### config.mk
export PLATFORM = sky130hd
export DESIGN_NAME = wto_mod
export DESIGN_NICKNAME = d
export VERILOG_FILES = /design/src/rtl/wto_pkg.sv /design/src/rtl/wto_mod.sv
export SDC_FILE = /design/constraint.sdc
export NUM_CORES = 1
export LEC_CHECK = 0
export BUFFER_PORTS_ARGS = -buffer_cell sky130_fd_sc_hd__buf_4
export CORE_MARGIN = 3
export CORE_UTILIZATION = 45
export DETAILED_ROUTE_END_ITERATION = 10
export PLACE_DENSITY_LB_ADDON = 0.1
export SKIP_LAST_GASP = 1
export SYNTH_ARGS = -nofsm -noshare
export SYNTH_HDL_FRONTEND = slang
export SYNTH_SLANG_ARGS = --single-unit
### constraint.sdc
create_clock -name clk -period 3.7 [get_ports clk]
set_input_delay 0.74 -clock clk [delete_from_list [all_inputs] [get_ports clk]]
set_output_delay 0.74 -clock clk [all_outputs]
set_load 0.01 [all_outputs]
### src/rtl/wto_pkg.sv
// shared constants, codes and types for the wavetable oscillator voice
package wto_pkg;

  localparam int DEF_TABLE_DEPTH = 1024;
  localparam int DEF_FRAC_BITS   = 16;

  localparam int STEP_W     = 26;
  localparam int GAIN_W     = 16;
  localparam int TLEN_W     = 11;
  localparam int SMP_W      = 16;
  localparam int ADDR_W     = 10;
  localparam int MODE_W     = 2;
  localparam int CFG_IDX_W  = 2;
  localparam int CFG_DATA_W = 26;
  localparam int IN_DATA_W  = 32;

  // widest multiplier operand: (b - a) * gain
  localparam int MUL_A_W = 34;

  localparam logic [MODE_W-1:0] MODE_WRITE = 2'd0;
  localparam logic [MODE_W-1:0] MODE_TICK  = 2'd1;
  localparam logic [MODE_W-1:0] MODE_PHRST = 2'd2;

  localparam logic [CFG_IDX_W-1:0] REG_STEP  = 2'd0;
  localparam logic [CFG_IDX_W-1:0] REG_GAIN  = 2'd1;
  localparam logic [CFG_IDX_W-1:0] REG_TLEN  = 2'd2;
  localparam logic [CFG_IDX_W-1:0] REG_MUTED = 2'd3;

  localparam logic [STEP_W-1:0] RST_STEP = 26'd65536;
  localparam logic [GAIN_W-1:0] RST_GAIN = 16'd32768;
  localparam logic [TLEN_W-1:0] RST_TLEN = 11'd1024;

  typedef struct packed {
    logic busy;
    logic done;
  } wto_mod_stat_t;

endpackage

### src/rtl/wto_mod.sv
// bit-serial remainder unit: one quotient bit per cycle, msb first
module wto_mod #(
  parameter int VW = 12,
  parameter int DW = 11
) (
  input  logic                   clk,
  input  logic                   rst_n,
  input  logic                   start,
  input  logic [VW-1:0]          value,
  input  logic [DW-1:0]          divisor,
  output logic [DW-1:0]          rem,
  output wto_pkg::wto_mod_stat_t stat
);
  import wto_pkg::*;

  localparam int CW = $clog2(VW + 1);

  logic [VW-1:0] val_r;
  logic [DW-1:0] rem_r, rem_nxt;
  logic [DW-1:0] div_r;
  logic [CW-1:0] cnt_r;
  logic          busy_r, done_r;
  logic [DW:0]   trial;
  logic [DW:0]   diff;

  always_comb begin
    trial = {rem_r, val_r[VW-1]};
    diff  = trial - {1'b0, div_r};
    if (trial >= {1'b0, div_r}) begin
      rem_nxt = diff[DW-1:0];
    end else begin
      rem_nxt = trial[DW-1:0];
    end
  end

  always_ff @(posedge clk) begin
    if (!rst_n) begin
      busy_r <= 1'b0;
      done_r <= 1'b0;
      cnt_r  <= '0;
    end else begin
      done_r <= 1'b0;
      if (start) begin
        busy_r <= 1'b1;
        cnt_r  <= CW'(VW);
      end else if (busy_r) begin
        cnt_r <= cnt_r - CW'(1);
        if (cnt_r == CW'(1)) begin
          busy_r <= 1'b0;
          done_r <= 1'b1;
        end
      end
    end
  end

  always_ff @(posedge clk) begin
    if (start) begin
      val_r <= value;
      div_r <= divisor;
      rem_r <= '0;
    end else if (busy_r) begin
      val_r <= val_r << 1;
      rem_r <= rem_nxt;
    end
  end

  assign rem       = rem_r;
  assign stat.busy = busy_r;
  assign stat.done = done_r;

`ifndef ASSERT_OFF
  a_rem_below_div: assert property (@(posedge clk) disable iff (!rst_n)
    done_r |-> (rem_r < div_r))
    else $error("remainder not below divisor");
  a_no_restart: assert property (@(posedge clk) disable iff (!rst_n)
    busy_r |-> !start)
    else $error("remainder unit restarted while busy");
  a_done_after_busy: assert property (@(posedge clk) disable iff (!rst_n)
    done_r |-> ($past(busy_r) && !busy_r))
    else $error("done without a finished run");
`endif

endmodule

==> results of run 1 <==
==> cell families (layout without fill, tap and decap cells) <==
| logic type | Yosys count | in the layout |
|---|---|---|
| AOI/OAI and AO/OA | 52 | 52 |
| buffers and inverters | 25 | 66 |
| muxes | 13 | 13 |
| DFF | 40 | 40 |
| xor gates and xnor gates | 7 | 7 |
| adders and majority gates | 14 | 14 |
| and+or+nand+nor | 55 | 55 |
==> through the flow <==
stage | utilization [%] | hold WS, ns | cell area, sq um | power (W) | worst slack, ns
6_report | 57.8 | 0.493 | 2590 | 0.00105 | 0.999
5_1_grt | 57.8 | 0.522 | 2590 | 0.00111 | 0.869
4_1_cts | 57.8 | 0.498 | 2590 | 0.00107 | 0.997
3_5_place_dp | 55.2 | 0.486 | 2470 | 0.000701 | 1.03
3_3_place_gp | 55.2 | 0.485 | 2470 | 0.000701 | 1.07
2_1_floorplan | - | 0.468 | 2150 | 0.000644 | 1.13
==> state kept, by name, indices dropped and copies added (netlist names) <==
register,count
cnt_r,4
rem,11
busy_r,1
val_r,12
done_r,1
div_r,11
==> layer usage <==
| layer | part of all wire (%) | vias to the layer above | global-route usage, % |
|---|---|---|---|
| li1 | - | 818 | - |
| met1 | 49 | 714 | 21.8 |
| met2 | 45 | 41 | 23.0 |
| met3 | 4.8 | 7 | 4.27 |
| met4 | 1.6 | 0 | 5.53 |
| met5 | 0 | - | 0 |
==> power groups by stage <==
stage,registers (W),logic (W),clock network [W]
after floorplan,0.000529,0.000114,0
after global placement,0.000533,0.000168,0
after detailed placement,0.000534,0.000167,0
after CTS,0.000524,0.000168,0.000374
after global routing,0.000528,0.000188,0.000391
final,0.000523,0.000167,0.000362
==> worst min path at each step <==
| stage | endpoint |
|---|---|
| detailed placement | cnt_r[1]$_SDFFE_PP0P_ |
| floorplan | cnt_r[1]$_SDFFE_PP0P_ |
| global placement | rem[8]$_SDFFE_PP0P_ |
| CTS | cnt_r[1]$_SDFFE_PP0P_ |
| finish | cnt_r[1]$_SDFFE_PP0P_ |
| global route | cnt_r[1]$_SDFFE_PP0P_ |
==> layout make-up <==
| class | instances | area (sq um) |
|---|---|---|
| flip-flops and latches | 40 | 1030 |
| fillers | 403 | 1890 |
| repair buffers | 39 | 293 |
| clock inverters | 2 | 33.8 |
| inverters | 19 | 71.3 |
| well taps | 52 | 65.1 |
| multi-input cells | 141 | 1010 |
| clock buffers | 6 | 82.6 |
==> cell usage after synthesis, types with 3 or more instances <==
| cell type | count | share of area, % |
|---|---|---|
| ha_1 | 13 | 7.6 |
| dfxtp_1 | 17 | 16 |
| nand2_1 | 15 | 2.6 |
| xnor2_1 | 4 | 1.6 |
| edfxtp_1 | 23 | 32 |
| nor2b_1 | 3 | 0.87 |
| clkbuf_1 | 3 | 0.52 |
| nor2_1 | 15 | 2.6 |
| a21oi_1 | 12 | 2.8 |
| o21ai_0 | 15 | 3.5 |
| a211oi_1 | 3 | 1.0 |
| mux2_2 | 11 | 5.8 |
| o21a_1 | 5 | 1.7 |
| inv_1 | 19 | 3.3 |
| xor2_1 | 3 | 1.2 |
| nand2b_1 | 3 | 0.87 |
| nor3_1 | 5 | 1.2 |
==> critical path, delay by kind of cell (launching register included) <==
| family | cells | cell delay [ns] |
|---|---|---|
| AND/OR/NAND/NOR | 3 | 0.91 |
| flip-flops | 1 | 0.34 |
| AO/OA/AOI/OAI | 3 | 0.71 |
| adder cells (fa/ha/maj) | 2 | 0.62 |
| buffers and inverters | 1 | 0.04 |
==> metrics, run 1 <==
worst reg-to-reg path cell count 9; Finished Layout Cells 299; CTS Hold Buffers Added 0; status finished clean; Post-Synthesis Cells roughly 210; max frequency ~370 MHz; DIE AREA 5640 sq um; TritonCTS Buffers 5; RR Endpoint rem[6]$_SDFFE_PP0P_; class of the worst hold path reg -> reg; first-pass GRT wire length ~6.7 mm; chip height around 75 um; Final ANT Viol Nets 0; reg2reg start val_r[11]$_DFFE_PP_; Die W between 70 and 80 um; HPWL Detailed around 3.0 mm; number of setup violations in the final report 0; most frequent cells in the layout buf_4 (39), edfxtp_1 (23), inv_1 (19), dfxtp_1 (17); RSZ-0062 raised after global routing no; io pins 39; ordered cell list for the critical path inv_1 > ha_1 > fa_1 > and2b_1 > o22ai_2 > a211o_2 > and2_1 > or3b_1 > a311oi_2; CTS tree yes; commonest non-fill, non-tap cell in the layout buf_4; Post-Route WL 4.09 mm; Clock Power Share about 34%; CTS clk-pin slew, worst paths about 0.080 ns; adder-cell share of the synthesized area about 8.5%; Buffers on Ports 38; fin crit period 2.70 ns; Worst-Skew Late Latency roughly 0.28 ns; Max-Cap Viols 0; gpl congestion between 0.8 and 0.9; syn_nets around 250; Slew Limit Fails 0; # rows 24; Worst Setup SP val_r[11]$_DFFE_PP_; Starting Density 48.0%; Syn Std Cell Area roughly 2100 sq um; largest net degree at the start of global routing 33; startpoint types flip-flop; Post-synth EDFFs 23; antenna violations before repair 0; synth warn 0; multiplexer share of the synthesized area ~6.7%; Worst setup EP type flip-flop; Worst path max stage delay 0.42 ns; DR WL/cell approximately 14 um; final clock skew slightly above 0.007 ns; GRT Util Overall 15.5%; hold path depth 2; share of layout cells above drive strength 1 25.5%; core box area about 4500 sq um; CTS resizes 0; count of final hold-check violations 0; Hold Crit Start cnt_r[1]$_SDFFE_PP0P_; Vias/cell ~5.3; ANT cells 0; pwr dens between 400 and 500 nW/um^2; post-synth cell types 47; P_leak 1.11 nW; slowest CP cell or3b_1; Compound-Gate Fraction of Synth Area around 16%; Iter 0 DRT Violations 97; Clock Sinks 40; Gate power share between 15 and 20%; routed vias between 1,500 and 2,000; Worst Max-Slew Pin Slew approximately 0.76 ns; DRT Pass-1 Iters 4; Arrival @ worst endpoint approximately 2.9 ns; crit-path max FO 9; Overflow after GRT 0; clock root buffer clkbuf_8; Area Overhead vs Synth 20.3%; Top FF cell, synth edfxtp_1; WP data required between 3 and 4 ns; XOR/XNOR share of the synthesized area under 10%; Reg2Reg Setup Slack about 1 ns; Post-Synth Simple-Gate Area approximately an eighth; peak supply drop between 0.2 and 0.25 mV; Pint 0.000806 W; DR DRC count 0; ys async rst share 0%; NetSw 0.000247 W; Syn Area/Cell between 10 and 15 sq um; slew margin rel. between 40% and 50%; vias in the first global route approximately 1,500; sw frac 23.4%; htree depth 2; Inst Count DP about 290; Tcrit/Tclk final 73.0%; critical path class reg -> reg; power share of the sequential group between 40% and 50%; Final Net Count 286; Seq cells post-synth 40; largest family of logic cells by synthesized area compound AO/OA/AOI/OAI gates; Fin Setup TNS 0 ns; Worst setup endpoint rem[6]$_SDFFE_PP0P_; maximum root-to-sink buffer count 2; setup bufs post-CTS 0; post-synthesis sequential area ratio between 40% and 50%
Power figures use the tool's default switching activity.
==> run 2, diff against run 1 <==
Clock period 3.7 ns to 2.72 ns, I/O delays scaled along.
==> run 2 against run 1 <==
Effect of this change:
- hold slack worse by 0.068 ns
- sequential share of layout area is 0.34 points lower
- fmax is 7.7% higher
- count of clock-buffer cells in the layout stayed put
- utilization is 0.50 points higher
- non-clock buffer count is 3 higher
- first-iteration DRC count is 3.1% higher
- sequential power is 36% higher
- combinational power is 39% higher
- critical path type unchanged
- critical endpoint unchanged
- highest routed layer unchanged
==> metrics, run 2 (synthesized netlist as in run 1, its figures left out) <==
DRT Pass-1 Iters 4 (unchanged); TritonCTS Buffers 5 (unchanged); Overflow after GRT 0 (unchanged); register area 1030 sq um (unchanged); commonest non-fill, non-tap cell in the layout buf_4 (unchanged); Vias/cell 5.44 (was 5.28); WP data required 2.93 ns (was 3.90 ns); P_leak 1.12 nW (was 1.11 nW); io pins 39 (unchanged); maximum root-to-sink buffer count 2 (unchanged); Starting Density 48.0% (unchanged); max reg flops 12 (unchanged); most frequent cells in the layout buf_4 (42), edfxtp_1 (23), inv_1 (19), dfxtp_1 (17) (was buf_4 (39), edfxtp_1 (23), inv_1 (19), dfxtp_1 (17)); DR WL/cell 14.4 um (was 13.7 um); core box area 4470 sq um (unchanged); FILL cells 401 (was 403); GRT Util Overall 16.8% (was 15.5%); DIE AREA 5640 sq um (unchanged); Arrival @ worst endpoint 2.71 ns (was 2.90 ns); Final ANT Viol Nets 0 (unchanged); max frequency 399 MHz (was 370 MHz); grt met2 use 26.6% (was 23.0%); Power, Total 0.00145 W (was 0.00105 W); antenna violations before repair 0 (unchanged); class of the worst hold path in -> reg (was reg -> reg); GR peak layer met2 (unchanged); Clock Sinks 40 (unchanged); startpoint types flip-flop (unchanged); met1 Use GR 21.0% (was 21.8%); CTS tree yes (unchanged); vias in the first global route 1,598 (was 1,513); Final Net Count 289 (was 286); pwr dens 556 nW/um^2 (was 407 nW/um^2); met3 usage 4.27% (unchanged); status finished clean (unchanged); CTS resizes 0 (unchanged); final clock skew 0.00605 ns (was 0.00706 ns); Tcrit/Tclk final 92.2% (was 73.0%); HPWL Detailed 3.18 mm (was 3.03 mm); count of final hold-check violations 0 (unchanged); slew margin rel. 69.8% (was 48.9%); fin crit period 2.51 ns (was 2.70 ns); Area Overhead vs Synth 21.4% (was 20.3%); Buffers on Ports 38 (unchanged); CTS Hold Buffers Added 0 (unchanged); Biggest register val_r (unchanged); first-pass GRT wire length 7.13 mm (was 6.73 mm); CTS clk-pin slew, worst paths 0.08 ns (about the same); Worst setup EP type flip-flop (unchanged); # rows 24 (unchanged); Worst Max-Slew Pin Slew 0.453 ns (was 0.761 ns); chip height 75.1 um (unchanged); routed vias 1,644 (was 1,580); gpl congestion 0.901 (was 0.887); RSZ-0062 raised after global routing no (unchanged); crit-path max FO 3 (was 9); Slew Limit Fails 0 (unchanged); setup bufs post-CTS 0 (unchanged); DR DRC count 0 (unchanged); Die W 75.1 um (unchanged); Fin Setup TNS 0 ns (unchanged); critical path class reg -> reg (unchanged); clock root buffer clkbuf_8 (unchanged); ANT cells 0 (unchanged); Max-Cap Viols 0 (unchanged); number of setup violations in the final report 0 (unchanged); multi-input logic area 1010 sq um (unchanged); Iter 0 DRT Violations 100 (was 97); share of layout cells above drive strength 1 26.4% (was 25.5%); largest net degree at the start of global routing 33 (unchanged); peak supply drop 0.332 mV (was 0.232 mV); htree depth 2 (unchanged); Worst-Skew Late Latency 0.29 ns (was 0.28 ns); Post-Route WL 4.36 mm (was 4.09 mm)
run 2: cell types whose count changed in the layout (fill, tap and decap cells not counted):
cell / previous run / this run
buf_4: 39 / 42
run 2: final timing paths:
check                   startpoint                    end  slack (ns)  cells past startpoint
max            val_r[11]$_DFFE_PP_    rem[6]$_SDFFE_PP0P_        0.21                      9
min                     divisor[3]     div_r[3]$_DFFE_PP_        0.43                      1
max reg2reg    val_r[11]$_DFFE_PP_    rem[6]$_SDFFE_PP0P_        0.21                      9
min reg2reg  cnt_r[1]$_SDFFE_PP0P_  cnt_r[1]$_SDFFE_PP0P_        0.50                      2
run 2: layout make-up:
class | count | share of cell area, %
Clock inverter | 2 | 1.29
Sequential cell | 40 | 39.5
Inverter | 19 | 2.73
Multi-Input combinational cell | 141 | 38.7
Tap cell | 52 | 2.49
Clock buffer | 6 | 3.17
Timing Repair Buffer | 42 | 12.1
run 2: critical path: stages (launching register included):
cell and delay (ns):
edfxtp_1 0.35, inv_1 0.05, ha_1 0.21, fa_1 0.41
and2b_1 0.24, o22ai_2 0.11, a211o_2 0.31, and2_1 0.15
or3b_1 0.38, a311oi_2 0.22
run 2: per-layer routing:
metal  wire length (um)  vias to the layer above  share of wire, %
li1                   -                      826                 -
met1               1970                      763                45
met2               2040                       49                47
met3                269                        6               6.2
met4                 73                        0               1.7
met5                  0                        -                 0
run 2: report_power, final:
| part | switching [W] | leakage, nW | internal (W) | total, W |
|---|---|---|---|---|
| Sequential | 0.0000227 | 0.368 | 0.000689 | 0.000712 |
| Combinational | 0.000118 | 0.698 | 0.000113 | 0.000232 |
| Clock | 0.000212 | 0.0588 | 0.000296 | 0.000508 |
| Total | 0.000353 | 1.12 | 0.00110 | 0.00145 |
run 2: stage by stage:
step	hold WS (ns)	instance area (sq um)	worst slack [ns]	utilization, %	std cells
floorplan	0.468	2150	0.147	-	206
global placement	0.487	2490	0.261	55.7	294
detailed placement	0.494	2490	0.228	55.7	294
CTS	0.414	2610	0.215	58.3	302
global route	0.412	2610	0.121	58.3	302
finish	0.425	2610	0.213	58.3	302
==> run 3, diff against run 2 <==
Settings changed: ABC_AREA set to 1.
==> run 3 against run 2 <==
Effect of this change:
- clock skew grew 0.0035 ns
- first-iteration DRC count grew 7.0%
- via count grew 23%
- flip-flop and latch count is the same
- power shrank 11%
- sequential share of layout area shrank 3.0 points
- area after synthesis grew 13%
- largest cell class is now multi-input gates
==> metrics, run 3 <==
status finished clean (unchanged); max reg flops 12 (unchanged); Starting Density 47.0% (was 48.0%); Die W 79.5 um (was 75.1 um); clock root buffer clkbuf_8 (unchanged); Finished Layout Cells 429 (was 302); htree depth 2 (unchanged); top post-synthesis cells by area edfxtp_1 (28%), nand2_1 (17%), dfxtp_1 (14%) (was edfxtp_1 (32%), dfxtp_1 (16%), ha_1 (7.6%)); sw frac 26.2% (was 24.3%); Post-Route WL 4.96 mm (was 4.36 mm); core box area 5170 sq um (was 4470 sq um); Biggest register val_r (unchanged); WP data required 2.87 ns (was 2.93 ns); commonest non-fill, non-tap cell in the layout nand2_1 (was buf_4); largest net degree at the start of global routing 29 (was 33); Slew Limit Fails 0 (unchanged); ANT cells 0 (unchanged); critical path class reg -> reg (unchanged); Syn Std Cell Area 2430 sq um (was 2150 sq um); pwr dens 455 nW/um^2 (was 556 nW/um^2); area share of the largest cell type after synthesis 28.4% (was 32.1%); Vias/cell 4.70 (was 5.44); top-count cell post-synth nand2_1 (was edfxtp_1); class of the worst hold path in -> reg (unchanged); DR DRC count 0 (unchanged); DRT Pass-1 Iters 5 (was 4); post-synthesis sequential area ratio 42.5% (was 48.0%); slew margin rel. 50.4% (was 69.8%); Final Net Count 398 (was 289); Placed Area 2740 sq um (was 2490 sq um); fin crit period 2.21 ns (was 2.51 ns); Worst Max-Slew Pin Slew 0.741 ns (was 0.453 ns); Inst Count DP 421 (was 294); count of final hold-check violations 0 (unchanged); antenna violations before repair 0 (unchanged); gpl congestion 0.880 (was 0.901); power share of the sequential group 54.5% (was 49.0%); RSZ-0062 raised after global routing no (unchanged); share of layout cells above drive strength 1 18.1% (was 26.4%); DR WL/cell 11.6 um (was 14.4 um); maximum root-to-sink buffer count 2 (unchanged); Worst path max stage delay 0.42 ns (was 0.41 ns); GRT Util Overall 17.3% (was 16.8%); Buffers on Ports 38 (unchanged); peak supply drop 0.323 mV (was 0.332 mV); Critical Path Most Common Cell nand2_2; number of setup violations in the final report 0 (unchanged); Arrival @ worst endpoint 2.35 ns (was 2.71 ns); Post-synth EDFFs 23 (unchanged); family with the most delay on the worst path simple AND/OR/NAND/NOR gates (unchanged); TritonCTS Buffers 5 (unchanged); DIE AREA 6310 sq um (was 5640 sq um); Top FF cell, synth edfxtp_1 (unchanged); Synth top cells by count nand2_1 (107), inv_1 (61), edfxtp_1 (23) (was edfxtp_1 (23), inv_1 (19), dfxtp_1 (17)); Post-Layout Inst Area 2830 sq um (was 2610 sq um); ys async rst share 0% (unchanged); Area Overhead vs Synth 16.3% (was 21.4%); Syn Area/Cell 7.54 sq um (was 10.4 sq um); HPWL Detailed 3.84 mm (was 3.18 mm); Iter 0 DRT Violations 107 (was 100); io pins 39 (unchanged); chip height 79.5 um (was 75.1 um); Clock Power Share 29.4% (was 35.0%); crit-path max FO 12 (was 3); most frequent cells in the layout nand2_1 (107), inv_1 (61), buf_4 (41), edfxtp_1 (23), nand3_1 (21) (was buf_4 (42), edfxtp_1 (23), inv_1 (19), dfxtp_1 (17)); NetSw 0.000336 W (was 0.000353 W); CTS Hold Buffers Added 0 (unchanged); # rows 26 (was 24); register area 1030 sq um (unchanged); CTS resizes 0 (unchanged); syn_nets 362 (was 246); final clock skew 0.00956 ns (was 0.00605 ns); P_leak 1.48 nW (was 1.12 nW); Tcrit/Tclk final 81.1% (was 92.2%); setup bufs post-CTS 0 (unchanged); CP bufs+invs 1 (unchanged); Worst-Skew Late Latency 0.29 ns (about the same); Final ANT Viol Nets 0 (unchanged); multi-input logic area 1080 sq um (was 1010 sq um); CTS clk-pin slew, worst paths 0.08 ns (about the same); first-pass GRT wire length 8.81 mm (was 7.13 mm); Pint 0.000949 W (was 0.00110 W); ordered cell list for the critical path ha_1 > fa_1 > inv_1 > nand2_2 > nand2_2 > nand2_2 > nand2_1 > nand2_2 > nand3_2 > nand2_1 > nand3_1 > o21ai_1 (was inv_1 > ha_1 > fa_1 > and2b_1 > o22ai_2 > a211o_2 > and2_1 > or3b_1 > a311oi_2); startpoint types flip-flop (unchanged); Clock Sinks 40 (unchanged); FILL cells 530 (was 401); Worst setup EP type flip-flop (unchanged); vias in the first global route 2,026 (was 1,598); post-synth cell types 26 (was 47); CTS tree yes (unchanged); Post-Synthesis Cells 322 (was 206); Overflow after GRT 0 (unchanged); Gate power share 16.1% (was 16.0%); Max-Cap Viols 0 (unchanged); largest area contributor in the netlist edfxtp_1 (unchanged); synth warn 0 (unchanged); slowest CP cell fa_1 (unchanged); max frequency 453 MHz (was 399 MHz); Seq cells post-synth 40 (unchanged); Fin Setup TNS 0 ns (unchanged); routed vias 2,017 (was 1,644)
-- run 3: metrics by stage --
step                util [%]  hold WS [ns]  setup WS, ns  power, W
floorplan                  -         0.455         0.897  0.000851
global placement        53.0         0.473         0.582  0.000922
global route            54.6         0.410         0.298   0.00136
finish                  54.6         0.428         0.513   0.00129
CTS                     54.6         0.416         0.502   0.00130
detailed placement      53.0         0.474         0.536  0.000924
-- run 3: per-layer routing --
layer	GRT usage (%)	routed length, um	up-vias
li1	-	-	1080
met1	22.8	2370	905
met2	29.2	2370	28
met3	3.39	169	4
met4	4.12	42	0
met5	0	0	-
-- run 3: final cells by class --
cell class | count | share of cell area, %
multi-input cells | 207 | 38.3
flip-flops and latches | 40 | 36.5
repair buffers | 41 | 10.9
inverters | 63 | 8.37
clock inverters | 1 | 0.177
well taps | 70 | 3.10
clock buffers | 7 | 2.70
-- run 3: power groups by stage --
stage               Clock (W)  Combinational, W  Sequential, W
floorplan                   0          0.000142       0.000710
global placement            0          0.000207       0.000715
detailed placement          0          0.000209       0.000715
CTS                  0.000392          0.000209       0.000701
global route         0.000419          0.000237       0.000706
finish               0.000377          0.000207       0.000701
-- run 3: worst paths after layout --
kind	startpoint	end	slack, ns	cells past startpoint
worst max-delay path	div_r[0]$_DFFE_PP_	rem[1]$_SDFFE_PP0P_	0.51	12
worst max register to register	div_r[0]$_DFFE_PP_	rem[1]$_SDFFE_PP0P_	0.51	12
worst min-delay path	divisor[8]	div_r[8]$_DFFE_PP_	0.43	1
worst min register to register	cnt_r[3]$_SDFFE_PN0P_	cnt_r[3]$_SDFFE_PN0P_	0.48	2
-- run 3: logic make-up (layout without fill, tap and decap cells) --
family                     Yosys count  after routing  share of synthesized area [%]
adders and majority gates           14             14                           7.52
and+or+nand+nor                    175            175                           32.5
buffers and inverters               75            112                           13.0
AOI/OAI and AO/OA                   15             15                           3.45
xor gates and xnor gates             3              3                           1.08
DFF                                 40             40                           42.5
